--- src/rtl/core/sxp_pkg.sv ---
// Package for the STX/ETX frame parser: constants, types, hex helper.
// No dependencies; used by every module of the block but sxp_in_reg and sxp_checker.
`timescale 1ns / 1ps

package sxp_pkg;

    // Defaults for the top-level parameters
    localparam int MAX_FRAME_DEF = 256;
    localparam int NUM_CARS_DEF  = 4;
    // Number of car pairs carried by the result word
    localparam int OUT_CARS      = 4;

    // Configuration port geometry
    localparam int PADDR_W = 3;
    localparam int PDATA_W = 32;
    localparam logic [PADDR_W-3:0] REG_NODE_ID = '0;
    localparam logic [7:0] NODE_ID_RST = 8'd49;

    // Character codes
    localparam logic [7:0] CH_STX     = 8'h02;
    localparam logic [7:0] CH_ETX     = 8'h03;
    localparam logic [7:0] CH_COLON   = 8'h3A;
    localparam logic [7:0] CH_ZERO    = 8'h30;
    localparam logic [7:0] CH_NINE    = 8'h39;
    localparam logic [7:0] CMD_DIRECT = 8'h31;
    localparam logic [7:0] CMD_CARS   = 8'h32;

    localparam logic [15:0] STEP_MAX = 16'hFFFF;

    // Control from the frame core to the car parser
    typedef struct packed {
        logic       start;   // STX opened a frame
        logic       parse;   // byte belongs to a command '2' body
        logic       commit;  // ETX closed a command '2' frame
        logic [7:0] data;
    } car_ctl_t;

    // Frame-level part of a result word
    typedef struct packed {
        logic [7:0] command;
        logic [7:0] dest_id;
        logic [7:0] direction;
        logic       frame_ok;
    } head_t;

    typedef struct packed {
        head_t                          head;
        logic [OUT_CARS-1:0][7:0]       car_id;
        logic [OUT_CARS-1:0][15:0]      car_steps;
    } result_t;

    // Uppercase ASCII hex digit of a nibble
    function automatic logic [7:0] hex_digit(input logic [3:0] nib);
        logic [7:0] res;
        if (nib < 4'd10) begin
            res = 8'h30 + {4'b0000, nib};
        end else begin
            res = 8'h37 + {4'b0000, nib};
        end
        return res;
    endfunction

endpackage

--- src/rtl/core/sxp_in_reg.sv ---
// Input register: holds one received word until the core takes it.
// Depends on nothing but the clock and reset.
`timescale 1ns / 1ps

module sxp_in_reg (
    input  logic       aclk,
    input  logic       aresetn,
    input  logic       in_valid,
    output logic       in_ready,
    input  logic [7:0] in_byte,
    input  logic       take,
    output logic       held_valid,
    output logic [7:0] held_byte
);

    logic       valid_reg;
    logic       valid_next;
    logic [7:0] byte_reg;

    // Accept whenever the slot is empty or being drained this cycle
    assign in_ready = !valid_reg || take;

    always_comb begin
        valid_next = valid_reg;
        if (in_valid && in_ready) begin
            valid_next = 1'b1;
        end else if (take) begin
            valid_next = 1'b0;
        end
    end

    always_ff @(posedge aclk) begin
        if (!aresetn) begin
            valid_reg <= 1'b0;
        end else begin
            valid_reg <= valid_next;
        end
    end

    always_ff @(posedge aclk) begin
        if (in_valid && in_ready) begin
            byte_reg <= in_byte;
        end
    end

    assign held_valid = valid_reg;
    assign held_byte  = byte_reg;

endmodule

--- src/rtl/core/sxp_car_parse.sv ---
// Command '2' body parser: colon splitting, id capture, saturating decimal steps.
// Depends on sxp_pkg (car_ctl_t, character codes, OUT_CARS).
`timescale 1ns / 1ps

module sxp_car_parse #(
    parameter int NUM_CARS = sxp_pkg::NUM_CARS_DEF
) (
    input  logic                                 aclk,
    input  logic                                 aresetn,
    input  sxp_pkg::car_ctl_t                    ctl,
    output logic [sxp_pkg::OUT_CARS-1:0][7:0]    car_id_view,
    output logic [sxp_pkg::OUT_CARS-1:0][15:0]   car_steps_view
);

    localparam int LIMIT = 2 * NUM_CARS;
    localparam int CC_W  = $clog2(LIMIT + 2);

    logic [CC_W-1:0] cc_reg, cc_next;
    logic            digits_reg, digits_next;
    logic [7:0]      pend_ids_reg   [NUM_CARS];
    logic [7:0]      pend_ids_next  [NUM_CARS];
    logic [15:0]     pend_steps_reg [NUM_CARS];
    logic [15:0]     pend_steps_next[NUM_CARS];
    logic [7:0]      car_ids_reg    [NUM_CARS];
    logic [7:0]      car_ids_next   [NUM_CARS];
    logic [15:0]     car_steps_reg  [NUM_CARS];
    logic [15:0]     car_steps_next [NUM_CARS];
    logic [15:0]     step_acc       [NUM_CARS];

    logic            is_digit;
    logic [3:0]      digit_val;
    logic [CC_W-1:0] cc_inc;
    logic [CC_W-1:0] car_sel;
    logic            in_seg;

    assign is_digit  = (ctl.data >= sxp_pkg::CH_ZERO) && (ctl.data <= sxp_pkg::CH_NINE);
    assign digit_val = ctl.data[3:0];
    assign cc_inc    = (cc_reg <= CC_W'(LIMIT)) ? cc_reg + CC_W'(1) : cc_reg;
    assign car_sel   = (cc_reg - CC_W'(1)) >> 1;
    assign in_seg    = (cc_reg >= CC_W'(1)) && (cc_reg <= CC_W'(LIMIT));

    // Per-car steps*10 + digit, saturated to 16 bits
    for (genvar k = 0; k < NUM_CARS; k++) begin : g_acc
        logic [19:0] wide;
        assign wide = ({4'b0000, pend_steps_reg[k]} << 3)
                    + ({4'b0000, pend_steps_reg[k]} << 1)
                    + {16'h0000, digit_val};
        assign step_acc[k] = (wide > 20'(sxp_pkg::STEP_MAX)) ? sxp_pkg::STEP_MAX
                                                              : wide[15:0];
    end

    // Next state of the pending and committed pairs
    always_comb begin
        cc_next         = cc_reg;
        digits_next     = digits_reg;
        pend_ids_next   = pend_ids_reg;
        pend_steps_next = pend_steps_reg;
        car_ids_next    = car_ids_reg;
        car_steps_next  = car_steps_reg;
        if (ctl.start) begin
            cc_next     = '0;
            digits_next = 1'b0;
            for (int k = 0; k < NUM_CARS; k++) begin
                pend_ids_next[k]   = car_ids_reg[k];
                pend_steps_next[k] = '0;
            end
        end else if (ctl.parse) begin
            if (ctl.data == sxp_pkg::CH_COLON) begin
                cc_next     = cc_inc;
                digits_next = !cc_inc[0] && (cc_inc <= CC_W'(LIMIT));
            end else if (in_seg) begin
                priority if (cc_reg[0]) begin
                    // id segment: last byte wins
                    for (int k = 0; k < NUM_CARS; k++) begin
                        if (car_sel == CC_W'(k)) begin
                            pend_ids_next[k] = ctl.data;
                        end
                    end
                end else if (digits_reg && is_digit) begin
                    for (int k = 0; k < NUM_CARS; k++) begin
                        if (car_sel == CC_W'(k)) begin
                            pend_steps_next[k] = step_acc[k];
                        end
                    end
                end else begin
                    digits_next = 1'b0;
                end
            end
        end else if (ctl.commit) begin
            car_ids_next   = pend_ids_reg;
            car_steps_next = pend_steps_reg;
        end
    end

    always_ff @(posedge aclk) begin
        if (!aresetn) begin
            cc_reg     <= '0;
            digits_reg <= 1'b0;
            for (int k = 0; k < NUM_CARS; k++) begin
                pend_ids_reg[k]   <= '0;
                pend_steps_reg[k] <= '0;
                car_ids_reg[k]    <= '0;
                car_steps_reg[k]  <= '0;
            end
        end else begin
            cc_reg         <= cc_next;
            digits_reg     <= digits_next;
            pend_ids_reg   <= pend_ids_next;
            pend_steps_reg <= pend_steps_next;
            car_ids_reg    <= car_ids_next;
            car_steps_reg  <= car_steps_next;
        end
    end

    // Pairs as seen after this word; cars past NUM_CARS read as zero
    for (genvar k = 0; k < sxp_pkg::OUT_CARS; k++) begin : g_view
        if (k < NUM_CARS) begin : g_real
            assign car_id_view[k]    = car_ids_next[k];
            assign car_steps_view[k] = car_steps_next[k];
        end else begin : g_none
            assign car_id_view[k]    = '0;
            assign car_steps_view[k] = '0;
        end
    end

endmodule

--- src/rtl/core/sxp_frame_core.sv ---
// Frame core: STX/ETX framing, length limit, XOR checksum, command fields.
// Depends on sxp_pkg (codes, head_t, car_ctl_t, hex_digit).
`timescale 1ns / 1ps

module sxp_frame_core #(
    parameter int MAX_FRAME = sxp_pkg::MAX_FRAME_DEF
) (
    input  logic              aclk,
    input  logic              aresetn,
    input  logic              step,
    input  logic [7:0]        rx_byte,
    input  logic [7:0]        node_id,
    output logic              done,
    output sxp_pkg::head_t    head,
    output sxp_pkg::car_ctl_t car_ctl
);

    localparam int IDX_W = $clog2(MAX_FRAME + 1);

    logic             in_frame_reg, in_frame_next;
    logic [IDX_W-1:0] idx_reg, idx_next;
    logic [7:0]       xor_reg, xor_next;
    logic [7:0]       tail0_reg, tail0_next;
    logic [7:0]       tail1_reg, tail1_next;
    logic [7:0]       tail2_reg, tail2_next;
    logic [7:0]       cmd_reg, cmd_next;
    logic [7:0]       id_reg, id_next;
    logic [7:0]       dir_reg, dir_next;
    logic [7:0]       last_dest_reg, last_dest_next;
    logic [7:0]       last_dir_reg, last_dir_next;

    logic [7:0]       cmd_cap, id_cap, dir_cap;
    logic             past_head;

    // Fixed frame positions captured from the current word
    assign cmd_cap   = (idx_reg == IDX_W'(2)) ? rx_byte : cmd_reg;
    assign id_cap    = (idx_reg == IDX_W'(4)) ? rx_byte : id_reg;
    assign dir_cap   = (idx_reg == IDX_W'(6)) ? rx_byte : dir_reg;
    assign past_head = (idx_reg >= IDX_W'(3));

    // Frame state update
    always_comb begin
        in_frame_next  = in_frame_reg;
        idx_next       = idx_reg;
        xor_next       = xor_reg;
        tail0_next     = tail0_reg;
        tail1_next     = tail1_reg;
        tail2_next     = tail2_reg;
        cmd_next       = cmd_reg;
        id_next        = id_reg;
        dir_next       = dir_reg;
        last_dest_next = last_dest_reg;
        last_dir_next  = last_dir_reg;
        done           = 1'b0;
        car_ctl        = '0;
        car_ctl.data   = rx_byte;
        if (step) begin
            priority if (!in_frame_reg) begin
                if (rx_byte == sxp_pkg::CH_STX) begin
                    in_frame_next = 1'b1;
                    idx_next      = IDX_W'(1);
                    xor_next      = '0;
                    tail0_next    = '0;
                    tail1_next    = '0;
                    tail2_next    = sxp_pkg::CH_STX;
                    cmd_next      = '0;
                    id_next       = '0;
                    dir_next      = '0;
                    car_ctl.start = 1'b1;
                end
            end else if (idx_reg >= IDX_W'(MAX_FRAME)) begin
                // over length: drop frame and this word
                in_frame_next = 1'b0;
            end else if (rx_byte != sxp_pkg::CH_ETX) begin
                cmd_next      = cmd_cap;
                id_next       = id_cap;
                dir_next      = dir_cap;
                car_ctl.parse = (cmd_cap == sxp_pkg::CMD_CARS) && past_head;
                if (past_head) begin
                    xor_next = xor_reg ^ tail0_reg;
                end
                tail0_next = tail1_reg;
                tail1_next = tail2_reg;
                tail2_next = rx_byte;
                idx_next   = idx_reg + IDX_W'(1);
            end else begin
                cmd_next      = cmd_cap;
                id_next       = id_cap;
                dir_next      = dir_cap;
                in_frame_next = 1'b0;
                done          = 1'b1;
                if (cmd_cap == sxp_pkg::CMD_DIRECT) begin
                    last_dest_next = id_cap;
                    last_dir_next  = dir_cap;
                end
                car_ctl.commit = (cmd_cap == sxp_pkg::CMD_CARS);
            end
        end
    end

    // Result fields for the ETX word
    always_comb begin
        head.command   = cmd_cap;
        head.dest_id   = last_dest_next;
        head.direction = last_dir_next;
        head.frame_ok  = past_head
                      && (tail0_reg == sxp_pkg::hex_digit(xor_reg[7:4]))
                      && (tail1_reg == sxp_pkg::hex_digit(xor_reg[3:0]))
                      && (last_dest_next == node_id);
    end

    always_ff @(posedge aclk) begin
        if (!aresetn) begin
            in_frame_reg  <= 1'b0;
            idx_reg       <= '0;
            xor_reg       <= '0;
            tail0_reg     <= '0;
            tail1_reg     <= '0;
            tail2_reg     <= '0;
            cmd_reg       <= '0;
            id_reg        <= '0;
            dir_reg       <= '0;
            last_dest_reg <= '0;
            last_dir_reg  <= '0;
        end else begin
            in_frame_reg  <= in_frame_next;
            idx_reg       <= idx_next;
            xor_reg       <= xor_next;
            tail0_reg     <= tail0_next;
            tail1_reg     <= tail1_next;
            tail2_reg     <= tail2_next;
            cmd_reg       <= cmd_next;
            id_reg        <= id_next;
            dir_reg       <= dir_next;
            last_dest_reg <= last_dest_next;
            last_dir_reg  <= last_dir_next;
        end
    end

endmodule

--- src/rtl/core/sxp_out_reg.sv ---
// Result register: holds one result word until the sink takes it.
// Depends on sxp_pkg (result_t).
`timescale 1ns / 1ps

module sxp_out_reg (
    input  logic             aclk,
    input  logic             aresetn,
    input  logic             load,
    input  sxp_pkg::result_t load_data,
    output logic             free,
    output logic             out_valid,
    input  logic             out_ready,
    output sxp_pkg::result_t out_data
);

    logic             valid_reg;
    logic             valid_next;
    sxp_pkg::result_t data_reg;

    // Slot can take a new word when empty or being emptied now
    assign free = !valid_reg || out_ready;

    always_comb begin
        valid_next = valid_reg;
        if (load) begin
            valid_next = 1'b1;
        end else if (out_ready) begin
            valid_next = 1'b0;
        end
    end

    always_ff @(posedge aclk) begin
        if (!aresetn) begin
            valid_reg <= 1'b0;
        end else begin
            valid_reg <= valid_next;
        end
    end

    always_ff @(posedge aclk) begin
        if (load) begin
            data_reg <= load_data;
        end
    end

    assign out_valid = valid_reg;
    assign out_data  = data_reg;

endmodule

--- src/rtl/core/stx_etx_frame_parser_xor_check.sv ---
// Top level of the STX/ETX frame parser with XOR check and command decode.
// Depends on sxp_pkg, sxp_in_reg, sxp_frame_core, sxp_car_parse, sxp_out_reg.
//
//   channel | handshake                   | payload
//   s_      | s_valid / s_ready           | s_rx_byte
//   m_      | m_valid / m_ready           | m_command .. m_car3_steps
//   apb     | psel, penable, pwrite       | paddr, pwdata, prdata (pready = 1)
//
// One received word per cycle, back to back, while the result register is free.
// A word is registered on acceptance and processed once the result register is
// free; an ETX then loads its result into the result register, which raises m_valid.
// Reset is synchronous and returns node_id to 49. While a result waits, the
// word in the input register waits too; s_ready drops only while the input
// register is full and the waiting result is not being taken.
`timescale 1ns / 1ps

module stx_etx_frame_parser_xor_check #(
    parameter int MAX_FRAME = sxp_pkg::MAX_FRAME_DEF,
    parameter int NUM_CARS  = sxp_pkg::NUM_CARS_DEF
) (
    input  logic                         aclk,
    input  logic                         aresetn,
    // configuration port
    input  logic                         psel,
    input  logic                         penable,
    input  logic                         pwrite,
    input  logic [sxp_pkg::PADDR_W-1:0]  paddr,
    input  logic [sxp_pkg::PDATA_W-1:0]  pwdata,
    output logic [sxp_pkg::PDATA_W-1:0]  prdata,
    output logic                         pready,
    // received words
    input  logic                         s_valid,
    output logic                         s_ready,
    input  logic [7:0]                   s_rx_byte,
    // results
    output logic                         m_valid,
    input  logic                         m_ready,
    output logic [7:0]                   m_command,
    output logic [7:0]                   m_dest_id,
    output logic [7:0]                   m_direction,
    output logic                         m_frame_ok,
    output logic [7:0]                   m_car0_id,
    output logic [15:0]                  m_car0_steps,
    output logic [7:0]                   m_car1_id,
    output logic [15:0]                  m_car1_steps,
    output logic [7:0]                   m_car2_id,
    output logic [15:0]                  m_car2_steps,
    output logic [7:0]                   m_car3_id,
    output logic [15:0]                  m_car3_steps
);

    logic [7:0] node_id_reg;
    logic       cfg_write;
    logic       sel_node_id;

    logic       held_valid;
    logic [7:0] held_byte;
    logic       out_free;
    logic       fire;
    logic       done;

    sxp_pkg::head_t    head;
    sxp_pkg::car_ctl_t car_ctl;
    sxp_pkg::result_t  res_next;
    sxp_pkg::result_t  res_out;
    logic [sxp_pkg::OUT_CARS-1:0][7:0]  car_id_view;
    logic [sxp_pkg::OUT_CARS-1:0][15:0] car_steps_view;

    // Configuration register
    assign pready      = 1'b1;
    assign sel_node_id = (paddr[sxp_pkg::PADDR_W-1:2] == sxp_pkg::REG_NODE_ID);
    assign cfg_write   = psel && penable && pwrite && pready;

    always_ff @(posedge aclk) begin
        if (!aresetn) begin
            node_id_reg <= sxp_pkg::NODE_ID_RST;
        end else if (cfg_write && sel_node_id) begin
            node_id_reg <= pwdata[7:0];
        end
    end

    assign prdata = sel_node_id ? {{(sxp_pkg::PDATA_W-8){1'b0}}, node_id_reg} : '0;

    // Word moves from input register into the core when the result slot is free
    assign fire = held_valid && out_free;

    sxp_in_reg u_in (
        .aclk       (aclk),
        .aresetn    (aresetn),
        .in_valid   (s_valid),
        .in_ready   (s_ready),
        .in_byte    (s_rx_byte),
        .take       (fire),
        .held_valid (held_valid),
        .held_byte  (held_byte)
    );

    sxp_frame_core #(
        .MAX_FRAME (MAX_FRAME)
    ) u_core (
        .aclk      (aclk),
        .aresetn   (aresetn),
        .step      (fire),
        .rx_byte   (held_byte),
        .node_id   (node_id_reg),
        .done      (done),
        .head      (head),
        .car_ctl   (car_ctl)
    );

    sxp_car_parse #(
        .NUM_CARS (NUM_CARS)
    ) u_cars (
        .aclk           (aclk),
        .aresetn        (aresetn),
        .ctl            (car_ctl),
        .car_id_view    (car_id_view),
        .car_steps_view (car_steps_view)
    );

    always_comb begin
        res_next.head      = head;
        res_next.car_id    = car_id_view;
        res_next.car_steps = car_steps_view;
    end

    sxp_out_reg u_out (
        .aclk      (aclk),
        .aresetn   (aresetn),
        .load      (fire && done),
        .load_data (res_next),
        .free      (out_free),
        .out_valid (m_valid),
        .out_ready (m_ready),
        .out_data  (res_out)
    );

    // Result fields
    assign m_command    = res_out.head.command;
    assign m_dest_id    = res_out.head.dest_id;
    assign m_direction  = res_out.head.direction;
    assign m_frame_ok   = res_out.head.frame_ok;
    assign m_car0_id    = res_out.car_id[0];
    assign m_car0_steps = res_out.car_steps[0];
    assign m_car1_id    = res_out.car_id[1];
    assign m_car1_steps = res_out.car_steps[1];
    assign m_car2_id    = res_out.car_id[2];
    assign m_car2_steps = res_out.car_steps[2];
    assign m_car3_id    = res_out.car_id[3];
    assign m_car3_steps = res_out.car_steps[3];

endmodule

--- config.mk ---
export PLATFORM = sky130hd
export DESIGN_NAME = stx_etx_frame_parser_xor_check
export DESIGN_NICKNAME = d
export VERILOG_FILES = /design/src/rtl/core/sxp_pkg.sv /design/src/rtl/core/sxp_in_reg.sv /design/src/rtl/core/sxp_car_parse.sv /design/src/rtl/core/sxp_frame_core.sv /design/src/rtl/core/sxp_out_reg.sv /design/src/rtl/core/stx_etx_frame_parser_xor_check.sv
export SDC_FILE = /design/constraint.sdc
export NUM_CORES = 1
export LEC_CHECK = 0
export BUFFER_PORTS_ARGS = -buffer_cell sky130_fd_sc_hd__buf_2
export CORE_AREA = 10 10 194 196
export CTS_BUF_LIST = sky130_fd_sc_hd__clkbuf_16
export DETAILED_ROUTE_END_ITERATION = 10
export DIE_AREA = 0 0 204 206
export PLACE_DENSITY = 0.79
export REMOVE_ABC_BUFFERS = 1
export SETUP_SLACK_MARGIN = 0.5
export SKIP_LAST_GASP = 1
export SYNTH_ARGS = -nofsm -noshare
export SYNTH_HDL_FRONTEND = slang
export SYNTH_SLANG_ARGS = --single-unit
--- constraint.sdc ---
create_clock -name aclk -period 8.08 [get_ports aclk]
set_input_delay 0.808 -clock aclk [delete_from_list [all_inputs] [get_ports aclk]]
set_output_delay 0.808 -clock aclk [all_outputs]
set_load 0.005 [all_outputs]
* After elaboration in Yosys (flattened, before gate mapping) *
Cells that the tools add are included.

operators by class
  add/subtract/negate cells = 15
  $lt $le $gt $ge = 13
  equal/unequal tests = 20
  mux-type cells = 83
  bitwise logic cells = 5
  reductions and logical operators = 45

operators by type and width
  kind                    number
  $mux W8                 41
  $mux W32                8
  $mux W64                3
  $add A19 B17 Y20        4
  $add A20 B4 Y20         4
  $gt A20 B16 Y1 const B  4
  $mux W16                4
  $mux W9                 4
  $add A6 B4 Y7 const A   4
  $reduce_and A5 Y1       5
  $eq A8 B6 Y1 const B    3
  $eq A8 B8 Y1            3
  $reduce_and A6 Y1       4
  $reduce_bool A2 Y1      11
  $mux W1                 19
  $eq A9 B3 Y1 const B    2
  $logic_and A1 B1 Y1     14
  $ne A2 B2 Y1 const B    5
  $add A9 B1 Y9 const B   1
  $eq A9 B2 Y1 const B    1
  $ge A9 B2 Y1 const B    1
  $ge A9 B9 Y1 const B    1
  $eq A8 B2 Y1 const B    1
  $ge A8 B6 Y1 const B    1
  22 further kinds        33

word-level totals
  register bits = 418
  output and inout bits = 156
  word-level logic and storage cells = 226

* Longest topological paths before layout *
  depth in word-level cells = 11
  mapped depth = 13

* Cells and area by module *
Synthesis repeated with hierarchy kept, for this count alone.

unflattened totals
  cell total of the unflattened synthesis = 2015
  area, all modules = 21079.0 sq um

by module, submodules not included
  module                          instances  cells each  area an instance (sq um)
  sxp_car_parse                   1          1250        11941.5
  sxp_frame_core                  1          555         4539.4
  sxp_out_reg                     1          125         3682.3
  stx_etx_frame_parser_xor_check  1          72          618.1
  sxp_in_reg                      1          13          297.8

* Worst setup path after synthesis *
Ideal clock, no wire load.

  path type = in2reg
  start point = input port m_ready
  end point = register u_out.data_reg, in the netlist u_out.out_data[0], enable pin
  setup time = 605 ps
  arrival time = 6476 ps
  required time = 7475 ps
  path slack = 1000 ps
  stages on the path = 4
  buffers on the path = 1
  cell sequence = nor2b_1 or3b_1 clkbuf_1 nor2_1

between the ends
  cells in the longest elaborated chain, start to end = 4

RTL lines
  what                     RTL line                               text
  start, declared          stx_etx_frame_parser_xor_check.sv:37   input logic m_ready,
  $logic_or A1 B1 Y1 (*)   sxp_out_reg.sv:21                      assign free = !valid_reg || out_ready;
  $logic_and A1 B1 Y1 (*)  stx_etx_frame_parser_xor_check.sv:85   assign fire = held_valid && out_free;
  $mux W1                  sxp_frame_core.sv:57                   if (step) begin
  $logic_and A1 B1 Y1 (*)  stx_etx_frame_parser_xor_check.sv:130  .load (fire && done),
  via u_out.load           sxp_out_reg.sv:8                       input logic load,
  end signal, assigned     sxp_out_reg.sv:42                      data_reg <= load_data;
  end, declared            sxp_out_reg.sv:18                      sxp_pkg::result_t data_reg;

Mark *: on every way through the listed nets, which the timed path passes. The rest lies on a longest branch.
A chain may end at the register's enable or synchronous reset.

* Final worst setup path *
  start point = register u_core.idx_reg[3]
  end point = register u_cars.pend_steps_reg[49] in the netlist's numbering

between the ends
  cells in the longest elaborated chain, start to end = 9
  elaborated cells on any way between the ends = 11
  classes of those cells = 2 x order compare; 2 x eq/ne; 5 x mux; 2 x reduce/logical

RTL lines
  what                                    RTL line               text
  start, declared                         sxp_frame_core.sv:21   logic [IDX_W-1:0] idx_reg, idx_next;
  start signal, assigned                  sxp_frame_core.sv:127  idx_reg <= idx_next;
  $eq A9 B2 Y1                            sxp_frame_core.sv:36   assign cmd_cap = (idx_reg == IDX_W'(2)) ? rx_byte : cmd_reg;
  $mux W8                                 sxp_frame_core.sv:36
  $eq A8 B6 Y1                            sxp_frame_core.sv:78   car_ctl.parse = (cmd_cap == sxp_pkg::CMD_CARS) && past_head;
  $logic_and A1 B1 Y1                     sxp_frame_core.sv:78
  $mux W1                                 sxp_frame_core.sv:74   end else if (rx_byte != sxp_pkg::CH_ETX) begin
  $mux W2 (*)                             sxp_frame_core.sv:71   end else if (idx_reg >= IDX_W'(MAX_FRAME)) begin
  $mux W2 (*)                             sxp_frame_core.sv:58   priority if (!in_frame_reg) begin
  $mux W3 (*)                             sxp_frame_core.sv:57
  $reduce_and A6 Y1 (no source line) (*)  --
  end signal, assigned                    sxp_car_parse.sv:109   pend_steps_reg <= pend_steps_next;
  end, declared                           sxp_car_parse.sv:22    logic [15:0] pend_steps_reg [NUM_CARS];

Mark *: on every way between the ends. The rest lies on a longest branch, timed or not.

==> impl_metrics.tcl <==
set metrics [dict create \
    status "finished, final reports clean" \
    yosysWarnings 0 \
    synth-edff-count 129 \
    cp_max_fo 18 \
    finalPower_w 0.004321 \
    postCtsHoldBufs 0 \
    antenna_found_initial 0 \
    grt_use_total 0.1991 \
    fp.dieW_um 204 \
    initial_core_util 0.5787 \
    cpMaxStageDelayCell "nor2_1" \
    synth_top_area_share 0.2945 \
    cts_made_buffers 43 \
    finalCritPeriodShare 0.5701 \
    vias 13740 \
    startpoint_type "register" \
    crit_family "simple AND/OR/NAND/NOR gates" \
    mostFrequentLayoutCell "dfxtp_1" \
    postPlaceCellArea_mm2 0.02069 \
    hold_class "in -> reg" \
    peakVddDrop_v 0.0001415 \
    ant_nets 0 \
    rows 68 \
    yosysTopAreaCell "dfxtp_1" \
    cts-root-buf "clkbuf_16" \
    ioPinCount 206 \
    path_cells "or4_4, nor4_4, mux2_2, nor3_2, nand2_2, nor2_1, and4b_1, a21oi_1" \
    finalClockSkew_ns 0.03031 \
    syn_area_per_cell_um2 10.80 \
    post-cts-setup-buffer-count 0 \
    drc 0 \
    htree_levels 2 \
    grt_pass1_vias 13700 \
    p_switching_w 0.0008854 \
    totalWireLength_um 42830 \
    p_leak_nw 9.700 \
    antenna_cells 0 \
    layout.nets 2133 \
    synth_ff_type "dfxtp_1" \
    cts_resized 0 \
    grt_max_degree 107 \
    wl_per_cell_um 17.60 \
    p_seq_frac 0.502 \
    crit_arrival_ns 4.99 \
    clock_latency_ns 0.55 \
    cellPowerDensity_mw_per_mm2 194.6 \
    timing.hold.ws_ns 0.4506 \
    synthCells 1819 \
    tritoncts "built" \
    mostFrequentLayoutCells "289 x dfxtp_1, 153 x buf_2, 144 x nand2_1" \
    clkPwrFrac 0.482 \
    grt_setup_unrepaired "false" \
    largest_reg_flops 121 \
    area_delta_synth_final_pct 13.03 \
    drt-vias-per-instance 5.645 \
    drtPass1Iterations 5 \
    dp_hpwl_um 29040 \
    hold_viol_final 0 \
    worstSetupEndpointType "register" \
    coreArea_mm2 0.03395 \
    die-area_mm2 0.04202 \
    die_y_um 206 \
    setup_viol 0 \
    netlist_area_mm2 0.01964 \
    drv_cap 0 \
    ys_top_cells_by_area "dfxtp_1 29%, edfxtp_1 20%, ha_1 8.4%, mux2_2 5.7%, and2_1 4.3%" \
    dp_slack_ns 3.505 \
    internal-power_w 0.003435 \
    fin_ws_ns 3.473 \
    ys_seq_elements 418 \
    clock_sinks 418 \
    io_buffers 154 \
    globalplace.congestion 0.8838 \
    post-route-cell-area_mm2 0.02220 \
    critical_path_required_ns 8.46 \
    max_slew_margin 0.1791 \
    drt_iter0_markers 959 \
    p_comb_frac 0.016 \
    crit_type "reg -> reg" \
    cts_buffer_depth 3 \
    synth_cell_type_count 75 \
    critPathBufInv 0 \
    ys_seq_area_frac 0.4917 \
    fin_crit_ns 4.607 \
    slowest_delay_ns 0.93 \
    fmax_mhz 217.1 \
    grt_pass1_wl_um 69660 \
    drive_gt1_frac 0.2063 \
    tightest_slew_ns 1.226 \
    clkTransAtPathRegs_ns 0.06 \
    drv_slew 0 \
    netSwitchingFraction 0.2049 \
    async_flop_share 0 \
    grt_overflow 0 \
]
## through the flow
stage / util / std cells / TNS [ns]
finish: 0.6540 / 2433 / 0
global route: 0.6540 / 2433 / 0
CTS: 0.6540 / 2433 / 0
detailed placement: 0.6095 / 2353 / 0
global placement: 0.6095 / 2353 / 0
floorplan: - / 1728 / -259.48
## path summary, 6_finish.rpt
kind	endpoint	slack (ns)	startpoint	cells after the start
setup reg to reg	u_cars.pend_steps_reg[49]	3.47	u_core.idx_reg[3]	8
hold / removal	u_in.held_byte[6]	0.45	s_rx_byte[6]	1
hold reg to reg	u_cars.pend_ids_reg[22]	0.46	u_cars.pend_ids_reg[22]	2
setup / recovery	u_cars.pend_steps_reg[49]	3.47	u_core.idx_reg[3]	8
## per-layer routing
layer / GRT usage / wire [µm]
met1: 0.2560 / 19250
met2: 0.3434 / 20660
met3: 0.03166 / 1979
met4: 0.05104 / 933
met5: 0 / 0
## worst register-to-register path, stage by stage, from the launching register on
cell and delay [ns]:
dfxtp_1 0.35, or4_4 0.57, nor4_4 0.77, mux2_2 0.45
nor3_2 0.31, nand2_2 0.16, nor2_1 0.93, and4b_1 0.76
a21oi_1 0.15
## synth_stat cells, drive strengths merged (8+ instances only)
master and instances:
buf 39, o21bai 9, nor2 87, ha 132, a32oi 8, o221a 48
a22oi 29, a211oi 10, nor3 12, nand2 145, nand2b 11, clkbuf 75
a21o 14, o21ai 73, xnor2 41, o2111ai 8, nand3 52, edfxtp 129
and2 134, nand4 8, fa 8, xor2 32, mux2 100, nor4 8
mux2i 22, dfxtp 289, nor2b 34, o22ai 15, a21boi 49, a21oi 67
inv 41
## power by group through the flow
stage / combinational (W) / sequential [W] / clock, W
after floorplan: 0.0000272 / 0.00221 / 0
after global placement: 0.0000655 / 0.00222 / 0
after detailed placement: 0.0000674 / 0.00222 / 0
after CTS: 0.0000674 / 0.00217 / 0.00212
after global routing: 0.0000756 / 0.00217 / 0.00221
final: 0.0000677 / 0.00217 / 0.00208
## final cells by class
type / instances / area (µm²)
fill: 2671 / 11750
sequential: 418 / 9659
multi-input combinational: 1269 / 9417
clock buffer: 46 / 1151
timing repair buffer: 170 / 893.4
tap: 455 / 569.3
clock inverter: 34 / 359.1
inverter: 41 / 153.9
## kinds of logic after synthesis
logic type	synth area share
flops	0.4917
fa+ha+maj	0.09223
mux	0.06873
simple gates	0.1415
compound gates	0.1380
other cells	0.0003823
buf+inv	0.03497
xor+xnor	0.03255
No activity file was read; power rests on OpenSTA's default activity.
